--- src/rtl/textured_column_span_stepper_top_assert.svh ---
// Assertion macros shared by the column span stepper RTL.
// Each macro takes a label, a clock, an active-low reset, a condition and a consequence.
`ifndef TEXTURED_COLUMN_SPAN_STEPPER_TOP_ASSERT_SVH
`define TEXTURED_COLUMN_SPAN_STEPPER_TOP_ASSERT_SVH

`ifndef SYNTHESIS
// Consequence holds in the same cycle as the condition.
`define TCSS_ASSERT_NOW(label, clk, rst_n, cond, cons) \
	label: assert property (@(posedge clk) disable iff (!rst_n) (cond) |-> (cons)) \
		else $error("span stepper assertion failed");
// Consequence holds in the cycle after the condition.
`define TCSS_ASSERT_NEXT(label, clk, rst_n, cond, cons) \
	label: assert property (@(posedge clk) disable iff (!rst_n) (cond) |=> (cons)) \
		else $error("span stepper assertion failed");
`else
`define TCSS_ASSERT_NOW(label, clk, rst_n, cond, cons)
`define TCSS_ASSERT_NEXT(label, clk, rst_n, cond, cons)
`endif

`endif

--- src/rtl/tcss_pkg.sv ---
package tcss_pkg;

	localparam int TEX_MAX_SIZE = 64;
	localparam int TEX_ROW_W    = $clog2(TEX_MAX_SIZE);
	localparam int TEX_INT_W    = 7;

	localparam logic CMD_LOAD = 1'b0;
	localparam logic CMD_STEP = 1'b1;

	localparam int CFG_INDEX_W = 3;
	localparam logic [CFG_INDEX_W-1:0] REG_SCREEN_HEIGHT  = 3'd0;
	localparam logic [CFG_INDEX_W-1:0] REG_TEX_HEIGHT_LOG2 = 3'd1;
	localparam logic [CFG_INDEX_W-1:0] REG_TEX_ROW_PITCH  = 3'd2;
	localparam logic [CFG_INDEX_W-1:0] REG_TEX_BPP        = 3'd3;
	localparam logic [CFG_INDEX_W-1:0] REG_TEX_BASE       = 3'd4;

	localparam logic [11:0] RST_SCREEN_HEIGHT   = 12'd480;
	localparam logic [2:0]  RST_TEX_HEIGHT_LOG2 = 3'd6;
	localparam logic [15:0] RST_TEX_ROW_PITCH   = 16'd256;
	localparam logic [3:0]  RST_TEX_BPP         = 4'd4;
	localparam logic [31:0] RST_TEX_BASE        = 32'd0;

	typedef struct packed {
		logic        command;
		logic [11:0] column_x;
		logic [11:0] span_start;
		logic [11:0] span_end;
		logic [15:0] wall_height;
		logic [5:0]  tex_column;
	} tcss_cmd_t;

	typedef struct packed {
		logic [11:0] pixel_x;
		logic [11:0] pixel_y;
		logic [5:0]  tex_row;
		logic [31:0] texel_address;
		logic        last;
	} tcss_pix_t;

	typedef struct packed {
		logic busy;
		logic done;
	} tcss_div_stat_t;

endpackage

--- src/rtl/tcss_divider.sv ---
module tcss_divider import tcss_pkg::*; #(
	parameter int FRAC_BITS = 16
) (
	input  logic                   clk,
	input  logic                   arst_n,
	input  logic                   start,
	input  logic [2:0]             log2,
	input  logic [15:0]            divisor,
	output logic [FRAC_BITS+6:0]   quotient,
	output tcss_div_stat_t         stat
);

	// The dividend is 1 << (log2 + FRAC_BITS), which needs one bit more than the step.
	localparam int QW = FRAC_BITS + 8;
	localparam int SW = FRAC_BITS + 7;
	localparam int CW = $clog2(QW);

	logic [QW-1:0] num_q;
	logic [QW-1:0] quo_q;
	logic [15:0]   rem_q;
	logic [15:0]   div_q;
	logic [CW-1:0] cnt_q;
	logic          busy_q;
	logic          done_q;

	logic [16:0] trial;
	logic [16:0] diff;
	logic        ge;

	assign trial = {rem_q, num_q[QW-1]};
	assign diff  = trial - {1'b0, div_q};
	assign ge    = (trial >= {1'b0, div_q});

	always_ff @(posedge clk or negedge arst_n) begin
		if (!arst_n) begin
			busy_q <= 1'b0;
			done_q <= 1'b0;
			cnt_q  <= '0;
			num_q  <= '0;
			quo_q  <= '0;
			rem_q  <= '0;
			div_q  <= '0;
		end else begin
			done_q <= 1'b0;
			if (start) begin
				busy_q <= 1'b1;
				cnt_q  <= CW'(QW - 1);
				num_q  <= QW'(1) << (int'(log2) + FRAC_BITS);
				quo_q  <= '0;
				rem_q  <= '0;
				div_q  <= divisor;
			end else if (busy_q) begin
				rem_q <= ge ? diff[15:0] : trial[15:0];
				quo_q <= {quo_q[QW-2:0], ge};
				num_q <= {num_q[QW-2:0], 1'b0};
				cnt_q <= cnt_q - 1'b1;
				if (cnt_q == '0) begin
					busy_q <= 1'b0;
					done_q <= 1'b1;
				end
			end
		end
	end

	// A quotient that does not fit the step width saturates; a zero divisor lands here too.
	assign quotient = quo_q[QW-1] ? {SW{1'b1}} : quo_q[SW-1:0];
	assign stat.busy = busy_q;
	assign stat.done = done_q;

endmodule

--- src/rtl/textured_column_span_stepper_top.sv ---
// Textured column span stepper for a raycasting renderer.
// The cmd channel (cmd_valid / cmd_stall / cmd) takes two kinds of transaction.
// A load transaction latches one wall column and runs a restoring divider, one
// quotient bit per cycle, then a multiply step for the start position; cmd_stall
// stays high while the divider and the multiply run, and a load produces no pixel.
// A step transaction produces one pixel on the pix channel (pix_valid / pix_stall /
// pix) in the cycle after it is taken, so steps flow at one per cycle unless the
// receiver stalls; a step with no active span is consumed silently.
// The pixel sits in an output register; when the receiver stalls it, the register
// holds and cmd_stall rises until it is taken, so nothing is dropped or repeated.
// The cfg channel (cfg_valid / cfg_ready / cfg_index / cfg_data) is always ready and
// must only be used while the block is idle; unknown indexes are ignored.
// Reset (arst_n low) restores the register defaults and clears any span.
`include "textured_column_span_stepper_top_assert.svh"

module textured_column_span_stepper_top import tcss_pkg::*; #(
	parameter int FRAC_BITS = 16
) (
	input  logic                   clk,
	input  logic                   arst_n,
	input  logic                   cmd_valid,
	output logic                   cmd_stall,
	input  tcss_cmd_t              cmd,
	output logic                   pix_valid,
	input  logic                   pix_stall,
	output tcss_pix_t              pix,
	input  logic                   cfg_valid,
	output logic                   cfg_ready,
	input  logic [CFG_INDEX_W-1:0] cfg_index,
	input  logic [31:0]            cfg_data
);

	localparam int SW  = FRAC_BITS + 7;
	localparam int OFW = 18;
	localparam int PW  = OFW + SW + 1;

	typedef enum logic [1:0] {
		ST_IDLE,
		ST_DIV,
		ST_MUL
	} state_t;

	state_t state_q;

	// Configuration registers.
	logic [11:0] screen_height_q;
	logic [2:0]  tex_height_log2_q;
	logic [15:0] tex_row_pitch_q;
	logic [3:0]  tex_bpp_q;
	logic [31:0] tex_base_q;

	// Span state.
	logic [11:0]    cur_x_q;
	logic [11:0]    cur_row_q;
	logic [11:0]    end_row_q;
	logic [31:0]    tex_pos_q;
	logic [SW-1:0]  tex_step_q;
	logic [5:0]     cur_tex_col_q;
	logic           span_active_q;
	logic signed [OFW-1:0] offset_q;

	// Output register.
	logic      pix_valid_q;
	tcss_pix_t pix_q;

	logic           cmd_take;
	logic           load_take;
	logic           step_take;
	logic           div_start;
	logic [SW-1:0]  div_quotient;
	tcss_div_stat_t div_stat;

	logic [TEX_INT_W-1:0] int_lo;
	logic [TEX_INT_W-1:0] height_mask;
	logic [TEX_ROW_W-1:0] row;
	logic [21:0]          row_offset;
	logic [9:0]           col_offset;
	logic [31:0]          texel_address;
	logic                 is_last;
	logic signed [OFW-1:0] offset_new;
	logic signed [PW-1:0]  start_prod;

	// The block waits while the divider and the start multiply run and while a stalled pixel is pending.
	assign cmd_stall = (state_q != ST_IDLE) || (pix_valid_q && pix_stall);
	assign cmd_take  = cmd_valid && !cmd_stall;
	assign load_take = cmd_take && (cmd.command == CMD_LOAD);
	assign step_take = cmd_take && (cmd.command == CMD_STEP) && span_active_q;
	assign div_start = load_take;
	assign cfg_ready = 1'b1;

	tcss_divider #(
		.FRAC_BITS(FRAC_BITS)
	) u_div (
		.clk     (clk),
		.arst_n  (arst_n),
		.start   (div_start),
		.log2    (tex_height_log2_q),
		.divisor (cmd.wall_height),
		.quotient(div_quotient),
		.stat    (div_stat)
	);

	// Start offset: span_start - screen_height/2 + wall_height/2, both halvings truncate.
	assign offset_new = $signed({6'b0, cmd.span_start})
		- $signed({7'b0, screen_height_q[11:1]})
		+ $signed({3'b0, cmd.wall_height[15:1]});

	assign start_prod = offset_q * $signed({1'b0, tex_step_q});

	// Integer part truncated toward zero: a negative position with a nonzero fraction
	// rounds up by one from the arithmetic shift. Only the low bits are needed.
	assign int_lo = tex_pos_q[FRAC_BITS +: TEX_INT_W]
		+ TEX_INT_W'(tex_pos_q[31] && (tex_pos_q[FRAC_BITS-1:0] != '0));
	assign height_mask = TEX_INT_W'((8'd1 << tex_height_log2_q) - 8'd1);
	assign row         = TEX_ROW_W'(int_lo & height_mask);
	assign row_offset  = 22'(row) * 22'(tex_row_pitch_q);
	assign col_offset  = 10'(cur_tex_col_q) * 10'(tex_bpp_q);
	assign texel_address = tex_base_q + 32'(row_offset) + 32'(col_offset);
	assign is_last       = (cur_row_q >= end_row_q);

	always_ff @(posedge clk or negedge arst_n) begin
		if (!arst_n) begin
			state_q           <= ST_IDLE;
			screen_height_q   <= RST_SCREEN_HEIGHT;
			tex_height_log2_q <= RST_TEX_HEIGHT_LOG2;
			tex_row_pitch_q   <= RST_TEX_ROW_PITCH;
			tex_bpp_q         <= RST_TEX_BPP;
			tex_base_q        <= RST_TEX_BASE;
			cur_x_q           <= '0;
			cur_row_q         <= '0;
			end_row_q         <= '0;
			tex_pos_q         <= '0;
			tex_step_q        <= '0;
			cur_tex_col_q     <= '0;
			span_active_q     <= 1'b0;
			offset_q          <= '0;
			pix_valid_q       <= 1'b0;
			pix_q             <= '0;
		end else begin
			if (cfg_valid && cfg_ready) begin
				unique case (cfg_index)
					REG_SCREEN_HEIGHT:   screen_height_q   <= cfg_data[11:0];
					REG_TEX_HEIGHT_LOG2: tex_height_log2_q <= cfg_data[2:0];
					REG_TEX_ROW_PITCH:   tex_row_pitch_q   <= cfg_data[15:0];
					REG_TEX_BPP:         tex_bpp_q         <= cfg_data[3:0];
					REG_TEX_BASE:        tex_base_q        <= cfg_data;
					default: ;
				endcase
			end

			// A taken pixel leaves the register unless a new step refills it.
			if (pix_valid_q && !pix_stall && !step_take) begin
				pix_valid_q <= 1'b0;
			end

			unique case (state_q)
				ST_IDLE: begin
					if (load_take) begin
						// Geometry of the new span is known at once; the step and
						// start position follow from the divider.
						cur_x_q       <= cmd.column_x;
						cur_tex_col_q <= cmd.tex_column;
						end_row_q     <= cmd.span_end;
						offset_q      <= offset_new;
						if (cmd.span_end > cmd.span_start) begin
							cur_row_q     <= cmd.span_start + 12'd1;
							span_active_q <= 1'b1;
						end else begin
							cur_row_q     <= cmd.span_start;
							span_active_q <= 1'b0;
						end
						state_q <= ST_DIV;
					end else if (step_take) begin
						pix_valid_q         <= 1'b1;
						pix_q.pixel_x       <= cur_x_q;
						pix_q.pixel_y       <= cur_row_q;
						pix_q.tex_row       <= row;
						pix_q.texel_address <= texel_address;
						pix_q.last          <= is_last;
						tex_pos_q           <= tex_pos_q + 32'(tex_step_q);
						cur_row_q           <= cur_row_q + 12'd1;
						if (is_last) begin
							span_active_q <= 1'b0;
						end
					end
				end
				ST_DIV: begin
					if (div_stat.done) begin
						tex_step_q <= div_quotient;
						state_q    <= ST_MUL;
					end
				end
				ST_MUL: begin
					// The start position wraps to 32 bits.
					tex_pos_q <= start_prod[31:0];
					state_q   <= ST_IDLE;
				end
				default: begin
					state_q <= ST_IDLE;
				end
			endcase
		end
	end

	assign pix_valid = pix_valid_q;
	assign pix       = pix_q;

	`TCSS_ASSERT_NEXT(a_load_starts_div, clk, arst_n, load_take, (state_q == ST_DIV) && div_stat.busy)
	`TCSS_ASSERT_NOW(a_done_only_in_div, clk, arst_n, div_stat.done, state_q == ST_DIV)
	`TCSS_ASSERT_NOW(a_span_rows_ordered, clk, arst_n, span_active_q, cur_row_q <= end_row_q)
	`TCSS_ASSERT_NEXT(a_last_closes_span, clk, arst_n, step_take && is_last, pix_valid && pix.last && !span_active_q)

endmodule

--- config.mk ---
export PLATFORM = sky130hd
export DESIGN_NAME = textured_column_span_stepper_top
export DESIGN_NICKNAME = d
export VERILOG_FILES = /design/src/rtl/tcss_pkg.sv /design/src/rtl/tcss_divider.sv /design/src/rtl/textured_column_span_stepper_top.sv
export VERILOG_INCLUDE_DIRS = /design/src /design/src/rtl
export SDC_FILE = /design/constraint.sdc
export NUM_CORES = 2
export LEC_CHECK = 0
export ABC_AREA = 1
export BUFFER_PORTS_ARGS = -buffer_cell sky130_fd_sc_hd__buf_2
export CAP_MARGIN = 15
export CELL_PAD_IN_SITES_DETAIL_PLACEMENT = 1
export CELL_PAD_IN_SITES_GLOBAL_PLACEMENT = 2
export CORE_ASPECT_RATIO = 0.9
export CORE_MARGIN = 2
export CORE_UTILIZATION = 36
export DETAILED_ROUTE_END_ITERATION = 12
export PLACE_DENSITY_LB_ADDON = 0.2
export SYNTH_ARGS = -nofsm -noshare
export SYNTH_HDL_FRONTEND = slang
export SYNTH_SLANG_ARGS = --single-unit
--- constraint.sdc ---
create_clock -name clk -period 7.6 [get_ports clk]
set_clock_uncertainty 0.1 [all_clocks]
set_input_delay 0.76 -clock clk [delete_from_list [all_inputs] [get_ports clk]]
set_output_delay 0.76 -clock clk [all_outputs]
set_load 0.05 [all_outputs]
# ---- Yosys cells after proc, flatten, opt, wreduce, memory -nomap -nowiden
# Index checks and enable logic that the tools add are counted.
dict set report word_totals {
  regBits 335
  in_bits 99
  elab_cells 126
  out_inout_bits 66
}
dict set report op_classes {
  bitwise 3
  eq_ne 10
  reduce_logical 33
  muxes 33
  mul 3
  add_sub_neg 12
  shifts 2
  order_cmp 3
}
# op n
set op_table {}
lappend op_table {{2-to-1 mux 24 bit} 4}
lappend op_table {{2-to-1 mux 32 bit} 2}
lappend op_table {{case mux 32 bit (2 select lines)} 1}
lappend op_table {{2-to-1 mux 16 bit} 3}
lappend op_table {{2-to-1 mux 12 bit} 3}
lappend op_table {{adder 32 x 10 -> 32 bit} 1}
lappend op_table {{adder 32 x 22 -> 32 bit} 1}
lappend op_table {{adder 32 x 23 -> 32 bit} 1}
lappend op_table {{multiplier 17 x 24 -> 32 bit} 1}
lappend op_table {{left shift 1 x 32 -> 24 bit, first input constant} 1}
lappend op_table {{adder 12 x 1 -> 12 bit, second input constant} 2}
lappend op_table {{2-to-1 mux 23 bit} 1}
lappend op_table {{multiplier 6 x 16 -> 22 bit} 1}
lappend op_table {{AND reduction 2 bit} 9}
lappend op_table {{adder 13 x 16 -> 17 bit} 1}
lappend op_table {{greater-or-equal comparator 17 x 16 -> 1 bit} 1}
lappend op_table {{nonzero test 16 bit} 1}
lappend op_table {{subtractor 16 bit} 1}
lappend op_table {{2-to-1 mux 1 bit} 14}
lappend op_table {{subtractor 12 x 11 -> 13 bit} 1}
lappend op_table {{greater-or-equal comparator 12 bit} 1}
lappend op_table {{> comparator 12 bit} 1}
lappend op_table {{multiplier 6 x 4 -> 10 bit} 1}
lappend op_table {{2-to-1 mux 5 bit} 2}
lappend op_table {{24 further kinds} 44}

# ---- Logic depth before layout (Yosys ltp)
dict set report depth {
  depth_word 12
  depth_mapped 34
  depth_no_buf 34
}

# ---- Cells and area by module
# Synthesis repeated with hierarchy kept, for this count alone.
dict set report hier_totals {
  hier_cells 4587
  hier_area_um2 34803.4
}
# mod seq_area_each_um2 cells_each n_inst area_each_um2
set modules_own_cells {}
lappend modules_own_cells {textured_column_span_stepper_top 6190.9 4009 1 30485.5}
lappend modules_own_cells {tcss_divider 1776.7 578 1 4317.9}

# ---- Worst setup path after synthesis
# No wires, ideal clock.
dict set report synth_path {
  path_kind {register to register}
  start {register tex_pos_q[7]}
  end {register pix_q, in the netlist pix[22]}
  path_stages_with_launch 31
  path_slack_ns 1.701
  required_ns 7.382
  arrival_time_ns 5.681
  synth_period_minus_slack_ns 5.899
  setup_ns 0.118
  path_buffers 1
  path_cell_list {dfrtp_1 nor4_1 a41oi_1 ha_1 ha_1 nand3_1 xor2_1 nor2_1 inv_1 buf_2 nor2_1 fa_1 fa_1 fa_1 fa_1 inv_1 fa_1 inv_1 ha_1 a21o_1 a21oi_2 nand2_1 nand2_1 nand2_1 nand2_1 nand2_1 nand2_1 nand2_1 or2_1 nand3_1 nand2_1}
}
dict set report synth_via {
  elab_chain_cells 7
}
# element line_no
set synth_lines {}
lappend synth_lines {{from (decl)} textured_column_span_stepper_top.sv:56} ;# logic [31:0] tex_pos_q;
lappend synth_lines {{from (signal assigned)} textured_column_span_stepper_top.sv:180} ;# tex_pos_q <= tex_pos_q + 32'(tex_step_q);
lappend synth_lines {{from (signal assigned)} textured_column_span_stepper_top.sv:195} ;# tex_pos_q <= start_prod[31:0];
lappend synth_lines {{nonzero test 16 bit} textured_column_span_stepper_top.sv:113} ;# + TEX_INT_W'(tex_pos_q[31] && (tex_pos_q[FRAC_BITS-1:0] != '0));
lappend synth_lines {{logical AND 1 bit} textured_column_span_stepper_top.sv:113}
lappend synth_lines {{adder 6 x 1 -> 6 bit} textured_column_span_stepper_top.sv:113}
lappend synth_lines {{bitwise AND 6 bit} textured_column_span_stepper_top.sv:115} ;# assign row = TEX_ROW_W'(int_lo & height_mask);
lappend synth_lines {{multiplier 6 x 16 -> 22 bit} textured_column_span_stepper_top.sv:116} ;# assign row_offset = 22'(row) * 22'(tex_row_pitch_q);
lappend synth_lines {{adder 32 x 22 -> 32 bit} textured_column_span_stepper_top.sv:118} ;# assign texel_address = tex_base_q + 32'(row_offset) + 32'(col_offset);
lappend synth_lines {{adder 32 x 10 -> 32 bit} textured_column_span_stepper_top.sv:118}
lappend synth_lines {{to (decl)} textured_column_span_stepper_top.sv:64} ;# tcss_pix_t pix_q;
# No other way between the ends.
# A chain may end at the register's enable or synchronous reset.

# ---- Final worst setup path
dict set report layout_path {
  start {register tex_pos_q[7]}
  end {register pix_q, in the netlist pix[29]}
}
# Same word-level chain as after synthesis.

==> results.cfg <==
[run_status]
status = completed

[floorplan]
initial_core_util_pct = 36.1
core_region_area_um2 = 94300
fp-row-count = 107
ioPinCount = 165
die_x_um = 328
die_area_um2 = 97100
die_y_um = 296

[sta]
grt_setup_unrepaired = no
tightest_slew_ns = 0.929
hold_viol = 0
period_minus_slack_ns = 7.17
fin_crit_sh_pct = 94.3
finalSetupViolations = 0
finalWorstSetupSlack_ns = 0.435
drv_slew = 0
slew_headroom_pct = 37.9
finalSetupTns_ns = 0
fmax_mhz = 140

[power]
total_power_w = 0.00875
clkPwrFrac_pct = 21.4
switchingPower_w = 0.00417
vdd_drop_max_v = 0.000175
pwr-share-comb_pct = 48.3
internal_power_w = 0.00458
switching_share_pct = 47.6
p_leak_nw = 20.3
powerDensity_nw_per_um2 = 233
seqPwrFrac_pct = 30.4

[placed_design]
dp_cells = 5760
port-buffer-count = 163
gp_congestion = 0.847
post-place-ws_ns = 0.381
hpwl_um = 90900
dpl-instance-area_um2 = 36300

[cells_and_area]
final_cell_area_um2 = 37500
nNetsFinal = 5297
area_delta_synth_final_pct = 10.2
final_layout_size_suffix_gt1_share_pct = 7.49
num_antenna_cells = 0
multi_input_area_um2 = 22000
fin_cells = 5832
register_area_um2 = 7970
fillCellCount = 11700
mostFrequentLayoutCell = nand2_1
layout_common_cells = 1,204 x nand2_1, 905 x inv_1, 393 x fa_1

[grt]
grt_max_degree = 128
grt_use_total_pct = 23.6
overflow = 0
first_global_vias = 30900
antenna_found_initial = 1
grt_pass1_wl_um = 178000

[detailed_routing]
drtPass1Iterations = 5
vias = 28500
wl_per_cell_um = 19.1
viasPerCell = 4.89
antenna_left = 0
drc = 0
wl_um = 112000
drt_iter0_markers = 1247

[logic_synthesis]
synth_edf_count = 0
synth_top_family_by_area = adder cells
synth.avg_cell_area_um2 = 7.68
mappedNetlistArea_um2 = 34100
async_flop_share_pct = 100
synth_cell_types = 57
ys_warn_count = 0
synthMuxAreaShare_pct = 0.132
ys_seq_area_share_pct = 23.4
synth_nets = 5185
synthAdderAreaFrac_pct = 32.5
synth-seq-cells = 318
synth-xor-area-share_pct = 1.90
synth_compound_area_share_pct = 9.58
synth_flop_cell = dfrtp_1
synthSimpleGateAreaFrac_pct = 20.5
postSynthCellCount = 4437

[critical_path]
end_kind = register
crit_fanout = 11
crit_type = register to register
startpoint_type = register
crit_arrival_ns = 7.55
required_ns = 7.99

[clock_network]
ctsRootBufferMaster = clkbuf_16
cts_sinks = 318
cts_tree = built
worst_skew_pair.late_latency_ns = 0.57
post_cts_buffers = 0
clockBufferDepth = 3
hold_buffers = 0
post_cts_resized = 0
clkTransAtPathRegs_ns = 0.06
htreeDepth = 2
cts-buffers-inserted = 40

[min_path]
min_path_type = input port to asynchronous set/reset pin

[job]
drv_cap = 0
[flip-flops by register name (all words and copies together), names as in the netlist, 16 cells and up]
| name | count |
|---|---|
| offset_q | 17 |
| tex_base_q | 32 |
| tex_pos_q | 32 |
| u_div.quo_q | 24 |
| tex_step_q | 23 |
| pix | 63 |
| u_div.div_q | 16 |
| u_div.rem_q | 16 |
| tex_row_pitch_q | 16 |
[metrics by stage]
stage                     hold slack (ns)  utilization [%]
after floorplan                     0.340                -
after global placement              0.351             38.5
final                              0.0596             39.8
after detailed placement            0.357             38.5
after global routing               0.0946             39.8
after CTS                          0.0646             39.8
[cells in the mapped netlist (5+ instances only)]
library cell | instances | area, um2
nand2_1 | 1204 | 4520
inv_1 | 907 | 3400
fa_1 | 393 | 7870
dfrtp_1 | 310 | 7760
o21ai_0 | 261 | 1310
ha_1 | 256 | 3200
nor2_1 | 251 | 942
a21oi_1 | 173 | 866
nand3_1 | 160 | 801
clkbuf_1 | 111 | 417
xor2_1 | 44 | 385
buf_2 | 37 | 185
nor3_1 | 32 | 160
nand4_1 | 31 | 194
a31oi_1 | 30 | 188
xnor2_1 | 30 | 263
o22ai_1 | 25 | 156
o21ai_1 | 15 | 75.1
o211ai_1 | 13 | 97.6
a21o_1 | 12 | 90.1
nor4_1 | 11 | 68.8
o21bai_1 | 11 | 82.6
or2_1 | 11 | 68.8
dfstp_2 | 8 | 210
o21a_1 | 8 | 60.1
o221ai_1 | 8 | 70.1
or2_2 | 8 | 50.1
inv_2 | 7 | 26.3
o31ai_1 | 7 | 52.6
nor2_2 | 6 | 37.5
a21oi_2 | 5 | 43.8
nand2_2 | 5 | 31.3
[power by group through the flow]
stage          sequential, W  clock (W)  combinational [W]
6_report             0.00266    0.00187            0.00422
5_1_grt              0.00272    0.00199            0.00481
4_1_cts              0.00266    0.00194            0.00427
3_5_place_dp         0.00269          0            0.00425
3_3_place_gp         0.00268          0            0.00418
2_1_floorplan        0.00264          0            0.00280
[logic make-up (layout without fill, tap and decap cells)]
family,after synthesis,count (layout)
other,1,1
adders and majority gates,649,649
AOI/OAI and AO/OA,587,587
DFF,318,318
xor gates and xnor gates,74,74
muxes,4,4
buffers and inverters,1072,1214
and+or+nand+nor,1732,1732
[cell type report]
class,count,share of cell area [%]
tap,1253,4.18
clock buffer,58,2.98
timing repair buffer,226,3.49
sequential,318,21.2
clock inverter,14,0.300
multi-input combinational,3047,58.7
inverter,916,9.18
[metal layers]
layer / routed length, um / part of all wire, % / vias to the layer above / GRT usage [%]
met5: 0 / 0 / - / 0
met4: 2760 / 2.5 / 0 / 5.71
met3: 3230 / 2.9 / 114 / 2.35
met2: 52500 / 47 / 370 / 40.1
met1: 53200 / 48 / 14200 / 32.4
li1: - / - / 13800 / -
[worst max-delay path, stage by stage (launching register included)]
cell and delay [ns]:
dfrtp_1 0.40, nor4_1 0.47, a41oi_1 0.31, ha_1 0.32, ha_1 0.21, xor2_1 0.16, nand2_1 0.33, clkinvlp_4 0.36
nand2_1 0.15, fa_1 0.45, fa_1 0.54, inv_1 0.05, fa_1 0.47, fa_1 0.49, inv_1 0.05, fa_1 0.47
inv_1 0.04, ha_1 0.35, a21oi_1 0.19, nor2_1 0.06, nor2_1 0.09, nor2_1 0.06, o21ai_0 0.39, nand3_1 0.26
nand2_1 0.12, nand2_1 0.05, a31oi_1 0.11
[path summary, 6_finish.rpt]
check	from	endpoint	slack (ns)	cells past startpoint
max	tex_pos_q[7]	pix[29]	0.43	26
min	arst_n	cur_x_q[6]	0.06	1
max reg2reg	tex_pos_q[7]	pix[29]	0.43	26
min reg2reg	pix[1]	pix[1]	0.37	2
max in group asynchronous	arst_n	u_div.quo_q[8]	6.06	2
min in group clk	cmd[52]	cur_x_q[6]	0.29	3
Power figures use the tool's default switching activity.
